<file path="src/least_squares_trend_detector_macros.svh">
// Assertion helpers for the least-squares trend detector.
// All checks are sampled on clk and are off while rst_n is low.
`ifndef LEAST_SQUARES_TREND_DETECTOR_MACROS_SVH
`define LEAST_SQUARES_TREND_DETECTOR_MACROS_SVH

// Same-cycle implication
`define LSTD_ASSERT_NOW(label, ante, cons, msg) \
    label: assert property (@(posedge clk) disable iff (!rst_n) (ante) |-> (cons)) \
        else $error(msg);

// Next-cycle implication
`define LSTD_ASSERT_NEXT(label, ante, cons, msg) \
    label: assert property (@(posedge clk) disable iff (!rst_n) (ante) |=> (cons)) \
        else $error(msg);

`endif

</file>
<file path="src/lstd_pkg.sv">
// ----------------------------------------------------------------------------
// lstd_pkg
// Field widths, register map and saturation limits of the trend detector.
// ----------------------------------------------------------------------------
package lstd_pkg;

    localparam int SAMPLE_W   = 16;
    localparam int SLOPE_W    = 32;
    localparam int ICPT_W     = 24;
    localparam int THR_W      = 31;
    localparam int FRAC_SHIFT = 16;
    localparam int CFG_ADDR_W = 3;
    localparam int CFG_DATA_W = 32;

    // register index, taken from paddr[2]
    localparam logic REG_TREND_THRESHOLD = 1'b0;

    localparam logic [THR_W-1:0] THR_RESET = 31'd33554;

    localparam logic [SLOPE_W-1:0] SLOPE_MAX = 32'h7FFF_FFFF;
    localparam logic [SLOPE_W-1:0] SLOPE_MIN = 32'h8000_0000;
    localparam logic [ICPT_W-1:0]  ICPT_MAX  = 24'h7F_FFFF;
    localparam logic [ICPT_W-1:0]  ICPT_MIN  = 24'h80_0000;

endpackage

</file>
<file path="src/least_squares_trend_detector.sv">
// ----------------------------------------------------------------------------
// least_squares_trend_detector
// Ordinary least-squares line fit over a sample series with trend flag.
// ----------------------------------------------------------------------------
// Samples are taken while busy is low; each one keeps busy high while one
// shared shift-add multiplier folds index*index and index*sample into the
// running sums. The sample that closes a series then runs six products
// through the same multiplier and two restoring divisions through the same
// adder, then presents the fit on done for one cycle; the result registers
// are overwritten by the next series' fit, so capture it on that cycle.
// A one-sample series skips the numerator products and the divisions and
// reports fit_valid low with zero fields.
`include "least_squares_trend_detector_macros.svh"

module least_squares_trend_detector
    import lstd_pkg::*;
#(
    parameter int MAX_SAMPLES = 1024
)
(
    input  logic                         clk,
    input  logic                         rst_n,
    // sample channel
    input  logic                         start,
    output logic                         busy,
    input  logic signed [SAMPLE_W-1:0]   sample,
    input  logic                         last,
    // result channel
    output logic                         done,
    output logic signed [SLOPE_W-1:0]    slope,
    output logic signed [ICPT_W-1:0]     intercept,
    output logic                         has_trend,
    output logic                         fit_valid,
    // configuration
    input  logic                         psel,
    input  logic                         penable,
    input  logic                         pwrite,
    input  logic [CFG_ADDR_W-1:0]        paddr,
    input  logic [CFG_DATA_W-1:0]        pwdata,
    output logic [CFG_DATA_W-1:0]        prdata,
    output logic                         pready
);

    localparam int CW    = $clog2(MAX_SAMPLES + 1);
    localparam int SXW   = 2 * CW;
    localparam int SXXW  = 3 * CW;
    localparam int SYW   = SAMPLE_W + CW;
    localparam int SXYW  = SAMPLE_W + 2 * CW;
    localparam int DW    = 4 * CW;
    localparam int NW_A  = 3 * CW + SAMPLE_W + FRAC_SHIFT + 2;
    localparam int NW_B  = 4 * CW + SAMPLE_W + 2;
    localparam int NW    = (NW_A > NW_B) ? NW_A : NW_B;
    localparam int MBW   = (SXW > SYW) ? SXW : SYW;
    localparam int DCW   = $clog2(NW + 1);

    localparam logic [2:0] ST_IDLE  = 3'd0;
    localparam logic [2:0] ST_LOAD  = 3'd1;
    localparam logic [2:0] ST_MUL   = 3'd2;
    localparam logic [2:0] ST_DLOAD = 3'd3;
    localparam logic [2:0] ST_DIV   = 3'd4;
    localparam logic [2:0] ST_OUT   = 3'd5;

    localparam logic [2:0] OP_XX  = 3'd0;
    localparam logic [2:0] OP_XY  = 3'd1;
    localparam logic [2:0] OP_DN0 = 3'd2;
    localparam logic [2:0] OP_DN1 = 3'd3;
    localparam logic [2:0] OP_NA0 = 3'd4;
    localparam logic [2:0] OP_NA1 = 3'd5;
    localparam logic [2:0] OP_NB0 = 3'd6;
    localparam logic [2:0] OP_NB1 = 3'd7;

    logic [2:0]                  state_reg, state_next;
    logic [2:0]                  op_reg, op_next;
    logic signed [SAMPLE_W-1:0]  y_reg, y_next;
    logic                        last_reg, last_next;
    logic [CW-1:0]               count_reg, count_next;
    logic [SXW-1:0]              sx_reg, sx_next;
    logic [SXXW-1:0]             sxx_reg, sxx_next;
    logic signed [SYW-1:0]       sy_reg, sy_next;
    logic signed [SXYW-1:0]      sxy_reg, sxy_next;
    logic [NW-1:0]               mac_reg, mac_next;
    logic [NW-1:0]               mcand_reg, mcand_next;
    logic [MBW-1:0]              mplier_reg, mplier_next;
    logic                        neg_reg, neg_next;
    logic [DW-1:0]               den_reg, den_next;
    logic [NW-1:0]               num_reg, num_next;
    logic [NW-1:0]               dq_reg, dq_next;
    logic [DW-1:0]               rem_reg, rem_next;
    logic                        qneg_reg, qneg_next;
    logic [DCW-1:0]              dcnt_reg, dcnt_next;
    logic                        dsel_reg, dsel_next;
    logic [SLOPE_W-1:0]          slope_reg, slope_next;
    logic [ICPT_W-1:0]           icpt_reg, icpt_next;
    logic                        trend_reg, trend_next;
    logic                        valid_reg, valid_next;
    logic [THR_W-1:0]            thr_reg, thr_next;

    // shared adder
    logic [NW-1:0]    alu_a, alu_b, alu_sum;
    logic             alu_sub;

    // operand select for the multiplier
    logic [NW-1:0]    ld_init, ld_a;
    logic [MBW-1:0]   ld_b;
    logic             ld_neg, ld_keep;

    logic [SAMPLE_W-1:0] y_mag;
    logic [SYW-1:0]      sy_mag;
    logic [SXYW-1:0]     sxy_mag;
    logic [CW-1:0]       count_inc;
    logic                series_end;
    logic [DW:0]         rem_sh;
    logic                qbit;
    logic [NW-1:0]       div_src;
    logic                slope_ovf, icpt_ovf;
    logic [SLOPE_W-1:0]  slope_sat, slope_mag;
    logic [ICPT_W-1:0]   icpt_sat;
    logic                cfg_wr;

    assign y_mag   = y_reg[SAMPLE_W-1] ? SAMPLE_W'(-y_reg) : SAMPLE_W'(y_reg);
    assign sy_mag  = sy_reg[SYW-1] ? SYW'(-sy_reg) : SYW'(sy_reg);
    assign sxy_mag = sxy_reg[SXYW-1] ? SXYW'(-sxy_reg) : SXYW'(sxy_reg);

    assign count_inc  = count_reg + 1'b1;
    assign series_end = last_reg || (count_inc == CW'(MAX_SAMPLES));

    assign rem_sh = {rem_reg, dq_reg[NW-1]};

    always_comb
    begin
        if (state_reg == ST_DIV)
        begin
            alu_a   = {{(NW-DW-1){1'b0}}, rem_sh};
            alu_b   = {{(NW-DW){1'b0}}, den_reg};
            alu_sub = 1'b1;
        end
        else
        begin
            alu_a   = mac_reg;
            alu_b   = mcand_reg;
            alu_sub = neg_reg;
        end
    end

    assign alu_sum = alu_sub ? (alu_a - alu_b) : (alu_a + alu_b);
    assign qbit    = ~alu_sum[NW-1];

    always_comb
    begin
        ld_init = '0;
        ld_a    = '0;
        ld_b    = '0;
        ld_neg  = 1'b0;
        ld_keep = 1'b0;
        case (op_reg)
            OP_XX:
            begin
                ld_init = {{(NW-SXXW){1'b0}}, sxx_reg};
                ld_a    = {{(NW-CW){1'b0}}, count_reg};
                ld_b    = {{(MBW-CW){1'b0}}, count_reg};
            end
            OP_XY:
            begin
                ld_init = {{(NW-SXYW){sxy_reg[SXYW-1]}}, sxy_reg};
                ld_a    = {{(NW-SAMPLE_W){1'b0}}, y_mag};
                ld_b    = {{(MBW-CW){1'b0}}, count_reg};
                ld_neg  = y_reg[SAMPLE_W-1];
            end
            OP_DN0:
            begin
                ld_a    = {{(NW-SXXW){1'b0}}, sxx_reg};
                ld_b    = {{(MBW-CW){1'b0}}, count_reg};
            end
            OP_DN1:
            begin
                ld_keep = 1'b1;
                ld_a    = {{(NW-SXW){1'b0}}, sx_reg};
                ld_b    = {{(MBW-SXW){1'b0}}, sx_reg};
                ld_neg  = 1'b1;
            end
            OP_NA0:
            begin
                ld_a    = {{(NW-SXYW){1'b0}}, sxy_mag};
                ld_b    = {{(MBW-CW){1'b0}}, count_reg};
                ld_neg  = sxy_reg[SXYW-1];
            end
            OP_NA1:
            begin
                ld_keep = 1'b1;
                ld_a    = {{(NW-SXW){1'b0}}, sx_reg};
                ld_b    = {{(MBW-SYW){1'b0}}, sy_mag};
                ld_neg  = ~sy_reg[SYW-1];
            end
            OP_NB0:
            begin
                ld_a    = {{(NW-SXXW){1'b0}}, sxx_reg};
                ld_b    = {{(MBW-SYW){1'b0}}, sy_mag};
                ld_neg  = sy_reg[SYW-1];
            end
            OP_NB1:
            begin
                ld_keep = 1'b1;
                ld_a    = {{(NW-SXYW){1'b0}}, sxy_mag};
                ld_b    = {{(MBW-SXW){1'b0}}, sx_reg};
                ld_neg  = ~sxy_reg[SXYW-1];
            end
            default:
            begin
                ld_keep = 1'b1;
            end
        endcase
    end

    // slope numerator carries the Q.16 scale before division
    assign div_src = dsel_reg ? mac_reg : {num_reg[NW-FRAC_SHIFT-1:0], {FRAC_SHIFT{1'b0}}};

    assign slope_ovf = |dq_reg[NW-1:SLOPE_W-1];
    assign icpt_ovf  = |dq_reg[NW-1:ICPT_W-1];

    always_comb
    begin
        if (slope_ovf)
        begin
            slope_sat = qneg_reg ? SLOPE_MIN : SLOPE_MAX;
            slope_mag = qneg_reg ? SLOPE_MIN : SLOPE_MAX;
        end
        else
        begin
            slope_sat = qneg_reg ? SLOPE_W'(-dq_reg[SLOPE_W-1:0]) : dq_reg[SLOPE_W-1:0];
            slope_mag = dq_reg[SLOPE_W-1:0];
        end
        if (icpt_ovf)
            icpt_sat = qneg_reg ? ICPT_MIN : ICPT_MAX;
        else
            icpt_sat = qneg_reg ? ICPT_W'(-dq_reg[ICPT_W-1:0]) : dq_reg[ICPT_W-1:0];
    end

    assign cfg_wr = psel && penable && pwrite && (paddr[2] == REG_TREND_THRESHOLD);

    always_comb
    begin
        state_next  = state_reg;
        op_next     = op_reg;
        y_next      = y_reg;
        last_next   = last_reg;
        count_next  = count_reg;
        sx_next     = sx_reg;
        sxx_next    = sxx_reg;
        sy_next     = sy_reg;
        sxy_next    = sxy_reg;
        mac_next    = mac_reg;
        mcand_next  = mcand_reg;
        mplier_next = mplier_reg;
        neg_next    = neg_reg;
        den_next    = den_reg;
        num_next    = num_reg;
        dq_next     = dq_reg;
        rem_next    = rem_reg;
        qneg_next   = qneg_reg;
        dcnt_next   = dcnt_reg;
        dsel_next   = dsel_reg;
        slope_next  = slope_reg;
        icpt_next   = icpt_reg;
        trend_next  = trend_reg;
        valid_next  = valid_reg;
        thr_next    = cfg_wr ? pwdata[THR_W-1:0] : thr_reg;

        case (state_reg)
            ST_IDLE:
            begin
                if (start)
                begin
                    y_next     = sample;
                    last_next  = last;
                    op_next    = OP_XX;
                    state_next = ST_LOAD;
                end
            end
            ST_LOAD:
            begin
                mac_next    = ld_keep ? mac_reg : ld_init;
                mcand_next  = ld_a;
                mplier_next = ld_b;
                neg_next    = ld_neg;
                state_next  = ST_MUL;
            end
            ST_MUL:
            begin
                if (mplier_reg != '0)
                begin
                    if (mplier_reg[0])
                        mac_next = alu_sum;
                    mcand_next  = {mcand_reg[NW-2:0], 1'b0};
                    mplier_next = {1'b0, mplier_reg[MBW-1:1]};
                end
                else
                begin
                    op_next    = op_reg + 1'b1;
                    state_next = ST_LOAD;
                    case (op_reg)
                        OP_XX:
                        begin
                            sxx_next = mac_reg[SXXW-1:0];
                        end
                        OP_XY:
                        begin
                            sxy_next   = mac_reg[SXYW-1:0];
                            sx_next    = sx_reg + {{(SXW-CW){1'b0}}, count_reg};
                            sy_next    = sy_reg + {{(SYW-SAMPLE_W){y_reg[SAMPLE_W-1]}}, y_reg};
                            count_next = count_inc;
                            if (!series_end)
                                state_next = ST_IDLE;
                        end
                        OP_DN1:
                        begin
                            den_next = mac_reg[DW-1:0];
                            // one sample: no line through a single point
                            if (mac_reg == '0)
                            begin
                                slope_next = '0;
                                icpt_next  = '0;
                                trend_next = 1'b0;
                                valid_next = 1'b0;
                                state_next = ST_OUT;
                            end
                        end
                        OP_NA1:
                        begin
                            num_next = mac_reg;
                        end
                        OP_NB1:
                        begin
                            dsel_next  = 1'b0;
                            state_next = ST_DLOAD;
                        end
                        default:
                        begin
                            state_next = ST_LOAD;
                        end
                    endcase
                end
            end
            ST_DLOAD:
            begin
                qneg_next  = div_src[NW-1];
                dq_next    = div_src[NW-1] ? NW'(-div_src) : div_src;
                rem_next   = '0;
                dcnt_next  = DCW'(NW);
                state_next = ST_DIV;
            end
            ST_DIV:
            begin
                if (dcnt_reg != '0)
                begin
                    rem_next  = qbit ? alu_sum[DW-1:0] : rem_sh[DW-1:0];
                    dq_next   = {dq_reg[NW-2:0], qbit};
                    dcnt_next = dcnt_reg - 1'b1;
                end
                else if (!dsel_reg)
                begin
                    slope_next = slope_sat;
                    trend_next = slope_mag > {1'b0, thr_reg};
                    dsel_next  = 1'b1;
                    state_next = ST_DLOAD;
                end
                else
                begin
                    icpt_next  = icpt_sat;
                    valid_next = 1'b1;
                    state_next = ST_OUT;
                end
            end
            ST_OUT:
            begin
                // start the next series from index zero
                count_next = '0;
                sx_next    = '0;
                sxx_next   = '0;
                sy_next    = '0;
                sxy_next   = '0;
                state_next = ST_IDLE;
            end
            default:
            begin
                state_next = ST_IDLE;
            end
        endcase
    end

    always_ff @(posedge clk or negedge rst_n)
    begin
        if (!rst_n)
        begin
            state_reg <= ST_IDLE;
            op_reg    <= OP_XX;
            count_reg <= '0;
            sx_reg    <= '0;
            sxx_reg   <= '0;
            sy_reg    <= '0;
            sxy_reg   <= '0;
            dcnt_reg  <= '0;
            dsel_reg  <= 1'b0;
            thr_reg   <= THR_RESET;
        end
        else
        begin
            state_reg <= state_next;
            op_reg    <= op_next;
            count_reg <= count_next;
            sx_reg    <= sx_next;
            sxx_reg   <= sxx_next;
            sy_reg    <= sy_next;
            sxy_reg   <= sxy_next;
            dcnt_reg  <= dcnt_next;
            dsel_reg  <= dsel_next;
            thr_reg   <= thr_next;
        end
    end

    always_ff @(posedge clk)
    begin
        y_reg      <= y_next;
        last_reg   <= last_next;
        mac_reg    <= mac_next;
        mcand_reg  <= mcand_next;
        mplier_reg <= mplier_next;
        neg_reg    <= neg_next;
        den_reg    <= den_next;
        num_reg    <= num_next;
        dq_reg     <= dq_next;
        rem_reg    <= rem_next;
        qneg_reg   <= qneg_next;
        slope_reg  <= slope_next;
        icpt_reg   <= icpt_next;
        trend_reg  <= trend_next;
        valid_reg  <= valid_next;
    end

    assign busy      = (state_reg != ST_IDLE);
    assign done      = (state_reg == ST_OUT);
    assign slope     = slope_reg;
    assign intercept = icpt_reg;
    assign has_trend = trend_reg;
    assign fit_valid = valid_reg;

    assign pready = 1'b1;
    assign prdata = (paddr[2] == REG_TREND_THRESHOLD) ? {1'b0, thr_reg} : '0;

    `LSTD_ASSERT_NEXT(a_accept_busy, start && !busy, busy, "accepted sample did not raise busy")
    `LSTD_ASSERT_NEXT(a_done_pulse, done, !done && !busy, "result strobe longer than one cycle")
    `LSTD_ASSERT_NOW(a_invalid_zero, done && !fit_valid, slope == '0 && intercept == '0 && !has_trend, "invalid fit carries nonzero fields")
    `LSTD_ASSERT_NOW(a_div_den, state_reg == ST_DIV, den_reg != '0, "division started with zero denominator")
    `LSTD_ASSERT_NOW(a_out_cleared, done, count_reg != '0, "series closed with no samples")

endmodule
</file>
<file path="config.mk">
export PLATFORM = sky130hd
export DESIGN_NAME = least_squares_trend_detector
export DESIGN_NICKNAME = d
export VERILOG_FILES = /design/src/lstd_pkg.sv /design/src/least_squares_trend_detector.sv
export VERILOG_INCLUDE_DIRS = /design/src /design/src/src
export SDC_FILE = /design/constraint.sdc
export NUM_CORES = 2
export LEC_CHECK = 0
export BUFFER_PORTS_ARGS = -buffer_cell sky130_fd_sc_hd__buf_4
export CORE_MARGIN = 2
export CORE_UTILIZATION = 55
export DETAILED_ROUTE_END_ITERATION = 10
export HOLD_SLACK_MARGIN = 0.15
export PLACE_DENSITY_LB_ADDON = 0.3
export REMOVE_ABC_BUFFERS = 1
export SYNTH_ARGS = -nofsm -noshare
export SYNTH_HDL_FRONTEND = slang
export SYNTH_SLANG_ARGS = --single-unit
</file>
<file path="constraint.sdc">
create_clock -name clk -period 11.6 [get_ports clk]
set_input_delay 2.32 -clock clk [delete_from_list [all_inputs] [get_ports clk]]
set_output_delay 2.32 -clock clk [all_outputs]
set_load 0.01 [all_outputs]
</file>
==> results.yml <==
status:
  status: "complete, no violations"
critical_path:
  cp_data_required_time_ps: 12070
  cp_max_fo: 56
  crit_buf_inv: 2
  worstSetupPathType: "reg -> reg"
  cpPeakStageDelay_ps: 840
  reg2reg_slack_ps: 3160
  cpMostUsedCell: "o211ai_2"
  path_cells: "or3b_4, inv_6, o32ai_1, o211ai_2, or4_4, or2_4, o41ai_4, o211ai_2, xor2_1, nand2_1, ha_1, nand4_1, or3_1, nor3_1, and4_1, a2111oi_0, o211ai_1, xor2_4, buf_4, mux2_2, nor2_1"
  path_delay_family: "simple AND/OR/NAND/NOR gates"
  critPathSlowestCell: "or3b_4"
  r2r_start: "state_reg[2]$_DFFE_PN0P_"
  rr_worst_depth: 21
  r2r_end: "rem_reg[35]$_SDFFCE_PP0P_"
  start_kind: "flop"
  critPathArrivalTime_ps: 8910
  end_kind: "flop"
synth:
  synth_edf_count: 444
  yosys_warnings: 0
  ys_seq_area_share_pct: 43.9
  syn_area_sq_um: 40400
  synth.largest_area_cell: "edfxtp_1"
  ys_seq_elements: 620
  synth_cells: 4460
  synth.area.top_cells: "edfxtp_1 (33%), dfrtp_1 (11%), nand2_1 (5.6%)"
  synth_area_per_cell_sq_um: 9.07
  yosys_most_used_dff: "edfxtp_1"
  synthDistinctLibCells: 94
  synth_top_area_share_pct: 33.0
  ys_async_sr_fraction_pct: 28.4
die:
  io_pins: 151
  rows: 99
  die_x_um: 275
  initial_core_util_pct: 55.5
  die-area_sq_um: 75700
  dieHeight_um: 275
  core_sq_um: 72800
min_path:
  hold_class: "reg -> reg"
  hold-path-cell-count: 1
  worstHoldStart: "thr_reg[18]$_DFFE_PN0P_"
  min_to: "thr_reg[18]$_DFFE_PN0P_"
pwr:
  p_switching_mw: 7.48
  pwr-share-clk_pct: 14.4
  combPwrFrac_pct: 55.8
  leakage_nw: 17.9
  switching_share_pct: 47.9
  p_int_mw: 8.13
  powerDensity_nw_per_um2: 350
  peakVddDrop_v: 0.000202
  p_seq_share_pct: 29.8
cts:
  postCtsSetupBuffers: 0
  h-tree-depth: 3
  clk_pin_slew_ps: 60
  post_cts_resized: 0
  root_buffer: "clkbuf_16"
  clock-sinks: 620
  cts_tree: "built"
  clockBufferDepth: 3
  postCtsHoldBufs: 0
  cts_made_buffers: 70
  insertion_delay_ps: 640
job:
  drv_cap: 0
layout:
  instances_no_fill: 5473
  diodes: 0
  fin_nets: 4667
  layout_common_cells: "nand2_1 (600), nor2_1 (474), edfxtp_1 (444)"
  final_common_cell: "nand2_1"
  final_layout_size_suffix_gt1_share_pct: 9.22
  area_delta_synth_final_pct: 10.2
placement:
  gp_congestion: 0.993
  numPortBuffers: 145
  hpwl_um: 84000
  numPlacedInstances: 5343
global_route:
  grt_pass1_vias: 32500
  grt.total_usage_pct: 30.9
  grt_max_degree: 177
  grt_first_pass_wirelength_um: 185000
  antenna_found_initial: 2
  overflow: 0
detailed_routing:
  post_drt_wl_per_cell_um: 21.5
  drc: 0
  dr_total_vias: 34800
  dr.pass1.iters: 9
  ant_nets: 0
  viasPerCell: 6.36
  wirelength_um: 118000
  drt-initial-drc-count: 3997
timing:
  fin_crit_ps: 8440
  final-setup-viol-count: 0
  worstMarginPinSlew_ps: 1220
  rsz0062_at_grt: "no"
  fin_setup_tns_ps: 0
  slew_headroom_pct: 18.8
  hold_viol_final: 0
  final_max_slew_viol_count: 0
  max_freq_ghz: 0.118
  finalClockSkew_ps: 46.5
  fin_crit_sh_pct: 72.8
==> how the worst max path moves through the flow <==
stage | from | to | depth (start not counted)
2_1_floorplan | state_reg[1]$_DFFE_PN0P_ | rem_reg[35]$_SDFFCE_PP0P_ | 20
3_3_place_gp | state_reg[2]$_DFFE_PN0P_ | rem_reg[35]$_SDFFCE_PP0P_ | 20
3_5_place_dp | state_reg[2]$_DFFE_PN0P_ | rem_reg[35]$_SDFFCE_PP0P_ | 20
4_1_cts | state_reg[2]$_DFFE_PN0P_ | rem_reg[35]$_SDFFCE_PP0P_ | 20
5_1_grt | state_reg[2]$_DFFE_PN0P_ | rem_reg[35]$_SDFFCE_PP0P_ | 22
6_report | state_reg[2]$_DFFE_PN0P_ | rem_reg[35]$_SDFFCE_PP0P_ | 21
==> power by group through the flow <==
stage / Clock [mW] / Sequential [mW] / Combinational (mW)
2_1_floorplan: 0 / 4.30 / 6.30
3_3_place_gp: 0 / 4.60 / 8.33
3_5_place_dp: 0 / 4.64 / 8.46
4_1_cts: 2.27 / 4.60 / 8.53
5_1_grt: 2.36 / 4.74 / 9.56
6_report: 2.25 / 4.65 / 8.72
==> metal layers <==
metal | global-route usage, % | wire, um | share of wire, % | vias up
met4 | 10.1 | 3240 | 2.7 | 2
met1 | 44.2 | 49800 | 42 | 16600
met5 | 0 | 13 | 0.011 | -
met3 | 4.69 | 11600 | 9.8 | 227
met2 | 48.2 | 53300 | 45 | 1751
li1 | - | - | - | 16300
==> layout make-up <==
type                    count  area, sq um
multi-input cells        3450        21300
clock buffers              93         1990
repair buffers            203         1540
fillers                  6131        28300
flip-flops and latches    620        17700
inverters                 111          422
well taps                 959         1200
clock inverters            37          353
==> cells in the mapped netlist, types with 24 or more instances <==
library cell / count
nand2_1: 601
nor2_1: 476
edfxtp_1: 444
o21ai_0: 398
a21oi_1: 304
clkbuf_1: 230
dfrtp_1: 171
ha_1: 150
xnor2_1: 150
xor2_1: 127
inv_1: 111
mux2i_1: 107
nor3_1: 100
a21o_1: 90
nand3_1: 71
a221oi_1: 57
o31ai_1: 57
nor4_1: 55
a31oi_1: 54
nand4_1: 54
and3_1: 51
and2_1: 44
or3_1: 42
mux2_2: 40
o21bai_1: 37
or4_1: 34
nand2b_1: 33
nor2b_1: 28
o21a_1: 26
o41ai_1: 25
buf_1: 24
==> stage by stage <==
stage	power, mW	util, %	setup WS, ps	hold WS, ps	area [sq um]
after floorplan	10.6	-	-6120	462	39300
after global placement	12.9	58.0	3420	486	42200
after detailed placement	13.1	58.0	3340	495	42200
after CTS	15.4	61.2	3300	507	44600
after global routing	16.7	61.2	2700	521	44600
final	15.6	61.2	3160	503	44600
==> logic make-up after synthesis <==
logic type | Yosys count | synth area share (%)
and+or+nand+nor | 1662 | 19.0
AOI/OAI and AO/OA | 1205 | 18.6
DFF | 620 | 43.9
buffers and inverters | 390 | 3.77
xor gates and xnor gates | 278 | 6.04
adders and majority gates | 153 | 4.79
muxes | 150 | 3.88
other | 2 | 0.0186
(Power assumes the default switching activity.)
